`src/rtl/rfbhs_pkg.sv`:
```
// ----------------------------------------------------------------------------
// RFB handshake parser package
// Phase codes, event and reply codes, and the layout of a result.
// ----------------------------------------------------------------------------
package rfbhs_pkg;

  localparam int unsigned PHASE_W = 6;

  localparam logic [PHASE_W-1:0] PH_GREET_START = 6'd0;
  localparam logic [PHASE_W-1:0] PH_GREET_END   = 6'd11;
  localparam logic [PHASE_W-1:0] PH_SEC33       = 6'd12;
  localparam logic [PHASE_W-1:0] PH_SEC33_LAST  = 6'd15;
  localparam logic [PHASE_W-1:0] PH_ERRLEN      = 6'd16;
  localparam logic [PHASE_W-1:0] PH_ERRLEN_LAST = 6'd19;
  localparam logic [PHASE_W-1:0] PH_ERRTXT      = 6'd20;
  localparam logic [PHASE_W-1:0] PH_RESULT      = 6'd21;
  localparam logic [PHASE_W-1:0] PH_RESULT_LAST = 6'd24;
  localparam logic [PHASE_W-1:0] PH_LISTLEN     = 6'd25;
  localparam logic [PHASE_W-1:0] PH_LIST        = 6'd26;
  localparam logic [PHASE_W-1:0] PH_INIT        = 6'd27;
  localparam logic [PHASE_W-1:0] PH_WIDTH_HI    = 6'd27;
  localparam logic [PHASE_W-1:0] PH_WIDTH_LO    = 6'd28;
  localparam logic [PHASE_W-1:0] PH_HEIGHT_HI   = 6'd29;
  localparam logic [PHASE_W-1:0] PH_HEIGHT_LO   = 6'd30;
  localparam logic [PHASE_W-1:0] PH_NLEN_FIRST  = 6'd47;
  localparam logic [PHASE_W-1:0] PH_NLEN_LAST   = 6'd50;
  localparam logic [PHASE_W-1:0] PH_NAME        = 6'd51;
  localparam logic [PHASE_W-1:0] PH_DONE        = 6'd52;
  localparam logic [PHASE_W-1:0] PH_ABORT       = 6'd53;

  localparam logic [3:0] EV_NONE       = 4'd0;
  localparam logic [3:0] EV_GREET_CHAR = 4'd1;
  localparam logic [3:0] EV_LIST_BEGIN = 4'd2;
  localparam logic [3:0] EV_SEC_TYPE   = 4'd3;
  localparam logic [3:0] EV_ERR_BEGIN  = 4'd4;
  localparam logic [3:0] EV_ERR_CHAR   = 4'd5;
  localparam logic [3:0] EV_WIDTH      = 4'd6;
  localparam logic [3:0] EV_HEIGHT     = 4'd7;
  localparam logic [3:0] EV_NAME_BEGIN = 4'd8;
  localparam logic [3:0] EV_NAME_CHAR  = 4'd9;

  localparam logic [2:0] SEND_NONE    = 3'd0;
  localparam logic [2:0] SEND_VER_33  = 3'd1;
  localparam logic [2:0] SEND_VER_37  = 3'd2;
  localparam logic [2:0] SEND_VER_38  = 3'd3;
  localparam logic [2:0] SEND_ONE     = 3'd4;
  localparam logic [2:0] SEND_ONE_ONE = 3'd5;

  localparam logic [7:0] NEWLINE      = 8'h0A;
  localparam logic [3:0] MINOR_37     = 4'd7;
  localparam logic [3:0] MINOR_MOD    = 4'd10;

  // Bit positions of the result fields inside out_tdata.
  localparam int unsigned OD_SEND_LSB = 32;
  localparam int unsigned OD_CLOSE    = 35;
  localparam int unsigned OD_STOP     = 36;
  localparam int unsigned OUT_DATA_W  = 40;

  typedef struct packed {
    logic [3:0]  event_kind;
    logic [31:0] event_value;
    logic        group_end;
    logic [2:0]  send_code;
    logic        close_conn;
    logic        stopped;
  } result_t;

endpackage

```
`src/rtl/rfb_handshake_banner_parser.sv`:
```
// ----------------------------------------------------------------------------
// RFB handshake banner parser
// Follows the server side of a VNC client handshake one byte at a time and
// reports one event, reply code and close request per byte.
// ----------------------------------------------------------------------------
// Usage:
// The in_ stream carries one server byte per request in in_tdata[7:0]. The
// in_tuser bit restarts the parse at the greeting before that byte is taken,
// and in_tlast marks the end of a received segment without affecting parsing.
// Every accepted byte produces exactly one request on the out_ stream: the
// event kind in out_tuser, the event value, reply code, close and stopped
// flags in out_tdata, and the end of an auth list or name on out_tlast.
// The result is registered and appears in the cycle after the byte is accepted.
// One byte per cycle is sustained while out_tready is high; the phase register and
// the 32-bit count update together in the accepting cycle, and the output register
// lets the next byte in while a result is taken. When the receiver stalls, in_tready
// drops only while the output register is full and out_tready is low.
// Reset clears the parse state to the first greeting byte, sets the client minor
// version to zero and empties the output register. cfg_wr_en writes the client minor
// version. The user must write it only while no request is in flight; not enforced.
// ----------------------------------------------------------------------------
module rfb_handshake_banner_parser
  import rfbhs_pkg::*;
(
  input  logic                  clk,
  input  logic                  rst_n,
  input  logic                  cfg_wr_en,
  input  logic [3:0]            cfg_wr_data,
  input  logic                  in_tvalid,
  output logic                  in_tready,
  input  logic [7:0]            in_tdata,   // [7:0] data_byte
  input  logic                  in_tlast,   // segment_last
  input  logic [0:0]            in_tuser,   // [0] conn_start
  output logic                  out_tvalid,
  input  logic                  out_tready,
  // [31:0] event_value, [34:32] send_code, [35] close_conn, [36] stopped, [39:37] zero
  output logic [OUT_DATA_W-1:0] out_tdata,
  output logic                  out_tlast,  // group_end
  output logic [3:0]            out_tuser   // [3:0] event_kind
);

  logic [3:0]         minor_r;
  logic [PHASE_W-1:0] phase_r, phase_nxt;
  logic [31:0]        count_r, count_nxt;
  logic [7:0]         list_rem_r, list_rem_nxt;
  logic [7:0]         high_byte_r, high_byte_nxt;
  logic               out_valid_r;
  result_t            res_r, res_nxt;

  logic               in_fire;
  logic [PHASE_W-1:0] ph_cur;
  logic [31:0]        cnt_cur;
  logic [7:0]         lrem_cur;
  logic [7:0]         hb_cur;
  logic [7:0]         b;
  logic [31:0]        cnt_shift;
  logic [31:0]        cnt_first;
  logic [31:0]        cnt_dec;
  logic [7:0]         lrem_dec;
  logic [3:0]         minor_mod;

  assign in_tready = !out_valid_r || out_tready;
  assign in_fire   = in_tvalid && in_tready;
  assign b         = in_tdata;

  // The restart flag clears the parse state before the byte is parsed.
  assign ph_cur    = in_tuser[0] ? PH_GREET_START : phase_r;
  assign cnt_cur   = in_tuser[0] ? 32'd0 : count_r;
  assign lrem_cur  = in_tuser[0] ? 8'd0 : list_rem_r;
  assign hb_cur    = in_tuser[0] ? 8'd0 : high_byte_r;

  assign cnt_shift = {cnt_cur[23:0], b};
  assign cnt_first = {24'd0, b};
  assign cnt_dec   = cnt_cur - 32'd1;
  assign lrem_dec  = lrem_cur - 8'd1;
  assign minor_mod = (minor_r >= MINOR_MOD) ? (minor_r - MINOR_MOD) : minor_r;

  always_comb begin
    phase_nxt     = ph_cur;
    count_nxt     = cnt_cur;
    list_rem_nxt  = lrem_cur;
    high_byte_nxt = hb_cur;
    res_nxt       = '0;

    if (ph_cur < PH_GREET_END) begin
      res_nxt.event_kind  = EV_GREET_CHAR;
      res_nxt.event_value = cnt_first;
      phase_nxt           = ph_cur + 6'd1;
    end else if (ph_cur == PH_GREET_END) begin
      if (b == NEWLINE) begin
        if (minor_mod < MINOR_37) begin
          res_nxt.send_code = SEND_VER_33;
          phase_nxt         = PH_SEC33;
        end else begin
          res_nxt.send_code = (minor_mod == MINOR_37) ? SEND_VER_37 : SEND_VER_38;
          phase_nxt         = PH_LISTLEN;
        end
      end else begin
        res_nxt.close_conn = 1'b1;
        phase_nxt          = PH_ABORT;
      end
    end else if (ph_cur inside {[PH_SEC33:PH_SEC33_LAST]}) begin
      count_nxt = (ph_cur == PH_SEC33) ? cnt_first : cnt_shift;
      if (ph_cur == PH_SEC33_LAST) begin
        res_nxt.event_kind  = EV_SEC_TYPE;
        res_nxt.event_value = count_nxt;
        res_nxt.group_end   = 1'b1;
        if (count_nxt == 32'd0) begin
          phase_nxt = PH_ERRLEN;
        end else if (count_nxt == 32'd1) begin
          res_nxt.send_code = SEND_ONE;
          phase_nxt         = PH_INIT;
        end else begin
          res_nxt.close_conn = 1'b1;
          phase_nxt          = PH_DONE;
        end
      end else begin
        phase_nxt = ph_cur + 6'd1;
      end
    end else if (ph_cur inside {[PH_ERRLEN:PH_ERRLEN_LAST]}) begin
      count_nxt = (ph_cur == PH_ERRLEN) ? cnt_first : cnt_shift;
      if (ph_cur == PH_ERRLEN_LAST) begin
        res_nxt.event_kind  = EV_ERR_BEGIN;
        res_nxt.event_value = count_nxt;
      end
      phase_nxt = ph_cur + 6'd1;
    end else if (ph_cur == PH_ERRTXT) begin
      if (cnt_cur == 32'd0) begin
        res_nxt.close_conn = 1'b1;
        phase_nxt          = PH_DONE;
      end else begin
        count_nxt           = cnt_dec;
        res_nxt.event_kind  = EV_ERR_CHAR;
        res_nxt.event_value = cnt_first;
      end
    end else if (ph_cur inside {[PH_RESULT:PH_RESULT_LAST]}) begin
      count_nxt = (ph_cur == PH_RESULT) ? cnt_first : cnt_shift;
      if (ph_cur == PH_RESULT_LAST) begin
        if (count_nxt == 32'd0) begin
          res_nxt.send_code = SEND_ONE;
          phase_nxt         = PH_INIT;
        end else begin
          phase_nxt = PH_ERRLEN;
        end
      end else begin
        phase_nxt = ph_cur + 6'd1;
      end
    end else if (ph_cur == PH_LISTLEN) begin
      list_rem_nxt = b;
      if (b == 8'd0) begin
        phase_nxt = PH_ERRLEN;
      end else begin
        res_nxt.event_kind  = EV_LIST_BEGIN;
        res_nxt.event_value = cnt_first;
        phase_nxt           = PH_LIST;
      end
    end else if (ph_cur == PH_LIST) begin
      if (lrem_cur != 8'd0) begin
        list_rem_nxt        = lrem_dec;
        res_nxt.event_kind  = EV_SEC_TYPE;
        res_nxt.event_value = cnt_first;
      end
      if (list_rem_nxt == 8'd0) begin
        res_nxt.group_end = 1'b1;
        if (minor_r < MINOR_37) begin
          res_nxt.send_code = SEND_ONE;
          phase_nxt         = PH_INIT;
        end else if (minor_r == MINOR_37) begin
          res_nxt.send_code = SEND_ONE_ONE;
          phase_nxt         = PH_INIT;
        end else begin
          res_nxt.send_code = SEND_ONE;
          phase_nxt         = PH_RESULT;
        end
      end
    end else if (ph_cur inside {[PH_INIT:PH_NLEN_LAST]}) begin
      phase_nxt = ph_cur + 6'd1;
      if (ph_cur == PH_WIDTH_HI || ph_cur == PH_HEIGHT_HI) begin
        high_byte_nxt = b;
      end else if (ph_cur == PH_WIDTH_LO || ph_cur == PH_HEIGHT_LO) begin
        res_nxt.event_kind  = (ph_cur == PH_WIDTH_LO) ? EV_WIDTH : EV_HEIGHT;
        res_nxt.event_value = {16'd0, hb_cur, b};
      end else if (ph_cur == PH_NLEN_FIRST) begin
        count_nxt = cnt_first;
      end else if (ph_cur > PH_NLEN_FIRST) begin
        count_nxt = cnt_shift;
        if (ph_cur == PH_NLEN_LAST) begin
          if (count_nxt != 32'd0) begin
            res_nxt.event_kind  = EV_NAME_BEGIN;
            res_nxt.event_value = count_nxt;
          end else begin
            res_nxt.close_conn = 1'b1;
            phase_nxt          = PH_DONE;
          end
        end
      end
    end else if (ph_cur == PH_NAME) begin
      count_nxt           = cnt_dec;
      res_nxt.event_kind  = EV_NAME_CHAR;
      res_nxt.event_value = cnt_first;
      if (cnt_dec == 32'd0) begin
        res_nxt.group_end  = 1'b1;
        res_nxt.close_conn = 1'b1;
        phase_nxt          = PH_DONE;
      end
    end else if (ph_cur == PH_DONE) begin
      res_nxt.stopped    = 1'b1;
      res_nxt.close_conn = 1'b1;
    end else begin
      res_nxt.stopped = 1'b1;
    end
  end

  always_ff @(posedge clk) begin
    if (!rst_n) begin
      minor_r     <= '0;
      phase_r     <= PH_GREET_START;
      count_r     <= '0;
      list_rem_r  <= '0;
      high_byte_r <= '0;
      out_valid_r <= 1'b0;
    end else begin
      if (cfg_wr_en) begin
        minor_r <= cfg_wr_data;
      end
      if (in_fire) begin
        phase_r     <= phase_nxt;
        count_r     <= count_nxt;
        list_rem_r  <= list_rem_nxt;
        high_byte_r <= high_byte_nxt;
        out_valid_r <= 1'b1;
      end else if (out_tready) begin
        out_valid_r <= 1'b0;
      end
    end
  end

  always_ff @(posedge clk) begin
    if (in_fire) begin
      res_r <= res_nxt;
    end
  end

  assign out_tvalid = out_valid_r;
  assign out_tuser  = res_r.event_kind;
  assign out_tlast  = res_r.group_end;
  assign out_tdata  = {3'b000, res_r.stopped, res_r.close_conn, res_r.send_code,
                       res_r.event_value};

endmodule

```
`config.mk`:
```
export PLATFORM = sky130hd
export DESIGN_NAME = rfb_handshake_banner_parser
export DESIGN_NICKNAME = d
export VERILOG_FILES = /design/src/rtl/rfbhs_pkg.sv /design/src/rtl/rfb_handshake_banner_parser.sv
export SDC_FILE = /design/constraint.sdc
export NUM_CORES = 1
export LEC_CHECK = 0
export ABC_AREA = 1
export ABC_CLOCK_PERIOD_IN_PS = 8200
export BUFFER_PORTS_ARGS = -buffer_cell sky130_fd_sc_hd__buf_2
export CAP_MARGIN = 5
export CORE_AREA = 2 2 136 138
export DETAILED_ROUTE_END_ITERATION = 8
export DIE_AREA = 0 0 138 140
export PLACE_DENSITY = 0.68
export SLEW_MARGIN = 20
export SYNTH_ARGS = -nofsm -noshare
export SYNTH_HDL_FRONTEND = slang
export SYNTH_SLANG_ARGS = --single-unit
```
`constraint.sdc`:
```
create_clock -name clk -period 8.2 [get_ports clk]
set_input_delay 2.05 -clock clk [delete_from_list [all_inputs] [get_ports clk]]
set_output_delay 2.05 -clock clk [all_outputs]
set_load 0.01 [all_outputs]
```
==> qor.txt <==
Bufs on Longest Clock Path = 2
Synth async-reset ratio = 0%
PwrDens = 124.7 nW/um^2
Clock share of power = 39.0%
Synth warnings = 0
Num ports = 66
Headroom to the max-slew limit = 27.02%
#FFs+latches synth = 101
Rows = 49
Clock sinks = 101
Ant diodes = 0
Dpl hpwl = 26.54 mm
Mapped Cells = 1402
Final setup vio count = 0
Starting Density = 49.66%
Hold Crit Class = reg -> reg
Top cells by count, synth = nand2_1 (400), nor2_1 (135), inv_1 (130), o21ai_0 (115)
Post-Layout Inst Area = 9553 um^2
Reg2reg end = high_byte_r[4]$_SDFFE_PN0P_
RR Startpoint = phase_r[0]$_SDFFE_PN0P_
Hold Path Sink = count_r[29]$_SDFFE_PN0P_
Initial antenna violation count = 1
DRT iter0 DRCs = 1847
Share of post-route cells with drive strength above 1 = 12.33%
CORE AREA = 17780 um^2
Post-Syn Area per Cell = 6.297 um^2
CTS tree = yes
CP Class = in -> reg
Int Pwr = 0.8194 mW
First-pass GRT wire length = 56.09 mm
Clk_lat worst skew = 0.37 ns
Slew Viols, Final = 0
Element type at the critical path start = primary input
Port buffer count = 61
Crit share post-route = 79.89%
# resized after CTS = 0
Tmin final = 6.551 ns
Clock slew at reported path FFs = 0.08 ns
Die height = 140 um
Net switching power = 0.3715 mW
Max VDD drop = 0.1111 mV
Leak pwr = 4.603 nW
Post-synth EDFFs = 42
Vias per cell = 6.400
Total gr overflow = 0
Gate power share = 15.2%
RSZ-0062 raised after global routing = false
Largest net degree at the start of global routing = 76
Setup crit end kind = flip-flop
Vias in the first global route = 9358
Part of the power in registers = 45.8%
Total die area = 19320 um^2
Top_reg_cell synth = dfxtp_1
Pwr Total = 1.191 mW
Cells on worst reg2reg path = 17
# DRC = 0
Total GRT Usage = 37.39%
Root buffer cell = clkbuf_16
Net Sw Frac = 31.19%
Least-Margin Pin Slew = 1.091 ns
Top cells by area, synth = nand2_1 (17%), edfxtp_1 (14%), dfxtp_1 (13%)
Fin. Hold Viols = 0
Reg2reg setup slack = 3.11 ns
Area Growth Syn to Fin = 8.206%
Routed WL = 37.04 mm
Max-cap violations = 0
CTS Hold Bufs = 0
Pre-antenna DRT Iters = 6
Yosys top cell by area = nand2_1
Fin Setup TNS = 0 ns
Area after DPL = 9243 um^2
Critical Path AT = 6.76 ns
Min-delay src = count_r[29]$_SDFFE_PN0P_
Distinct cell type count after synthesis = 58
Post-CTS setup buffer count = 0
# H-tree levels = 3
Total CTS buffers = 9
Vias = 10649
Seq/Total Area, Yosys = 27.66%
Mapped Area = 8828 um^2
Outcome = completed
Final Skew = 0.01277 ns
Critical-path maximum fanout = 16
Hold Path Cell Cnt = 2
Utilization after layout = 53.73%
Post-route ant nets = 0
Most frequent cell after synthesis = nand2_1
Synth top area share = 17.01%
Routability cong. = 1.038
WL per Instance = 22.26 um
Max Fclk = 152.6 MHz
Worst EP required = 8.41 ns
Die width = 138 um
Nets = 1458
-- critical path, cell delays in order --
cell and delay (ns):
buf_2 0.18, nor2_1 0.16, inv_1 0.22, ha_1 0.50, nand3_1 0.52, inv_1 0.64
nor2_1 0.21, nand2_1 0.10, nand2_1 0.06, nand2_2 0.28, inv_2 0.20, nor2_1 0.42
nand4_1 0.26, nor2_1 0.29, inv_1 0.29, o211ai_1 0.26, a21oi_1 0.10
-- flip-flops by register name, indices dropped and copies added, names as in the netlist --
name,count
out_tdata,37
count_r,32
high_byte_r,8
list_rem_r,8
phase_r,6
minor_r,4
out_tuser,4
out_tlast,1
out_tvalid,1
-- power groups by stage --
stage          Combinational, mW  Sequential (mW)  Clock (mW)
6_report                   0.181            0.546       0.465
3_3_place_gp               0.174            0.557           0
2_1_floorplan              0.115            0.562           0
4_1_cts                    0.176            0.546       0.467
5_1_grt                    0.196            0.547       0.483
3_5_place_dp               0.175            0.557           0
-- logic make-up after synthesis --
family,Yosys count,share of synthesized area [%]
AOI/OAI and AO/OA,360,25.44
xor gates and xnor gates,5,0.4961
adders and majority gates,9,1.276
buffers and inverters,208,9.453
DFF,101,27.66
other,1,0.04248
and+or+nand+nor,718,35.63
-- worst max path at each step --
| stage | startpoint | slack, ns | to | depth (start not counted) |
|---|---|---|---|---|
| 6_report | in_tuser | 1.65 | high_byte_r[4]$_SDFFE_PN0P_ | 17 |
| 2_1_floorplan | out_tready | 3.70 | out_tdata[0]$_DFFE_PP_ | 6 |
| 5_1_grt | in_tuser | 1.51 | count_r[18]$_SDFFE_PN0P_ | 18 |
| 3_5_place_dp | in_tuser | 1.58 | count_r[18]$_SDFFE_PN0P_ | 18 |
| 4_1_cts | in_tuser | 1.97 | count_r[18]$_SDFFE_PN0P_ | 18 |
| 3_3_place_gp | in_tuser | 1.57 | count_r[18]$_SDFFE_PN0P_ | 18 |
-- routing by layer --
metal	GRT usage, %	part of all wire, %	vias to the layer above
li1	-	-	4861
met1	54.21	42	4927
met2	56.23	42	761
met3	5.880	12	98
met4	13.91	3.4	2
met5	0	0.032	-
-- layout make-up --
type / instances / area (um^2)
multi-input cells: 1095 / 5562
repair buffers: 71 / 380.4
fillers: 1894 / 8227
well taps: 229 / 286.5
inverters: 152 / 571.8
clock buffers: 10 / 250.2
flip-flops and latches: 101 / 2442
clock inverters: 6 / 60.06
-- through the flow --
step | std cells | hold WS, ns | setup slack (ns)
6_report | 1664 | 0.4682 | 1.649
5_1_grt | 1664 | 0.4896 | 1.509
4_1_cts | 1664 | 0.4684 | 1.967
3_5_place_dp | 1648 | 0.4558 | 1.581
3_3_place_gp | 1648 | 0.4518 | 1.565
2_1_floorplan | 1404 | 0.4400 | 3.703
-- cells in the final DEF (no fill, tap or decap), drive strengths merged, types with 5 or more instances in the layout --
cell,n
a31oi,11
o311ai,6
a221oi,9
inv,149
ha,9
nand4,15
nor2,155
o21ai,128
nand2,434
clkinv,9
nand3,85
o31ai,5
edfxtp,42
o211ai,33
clkbuf,10
buf,71
a211oi,10
nor3,24
o32ai,14
a21oi,86
o221ai,17
dfxtp,59
o22ai,21
a22oi,7
No activity file was read; power rests on OpenSTA's default activity.
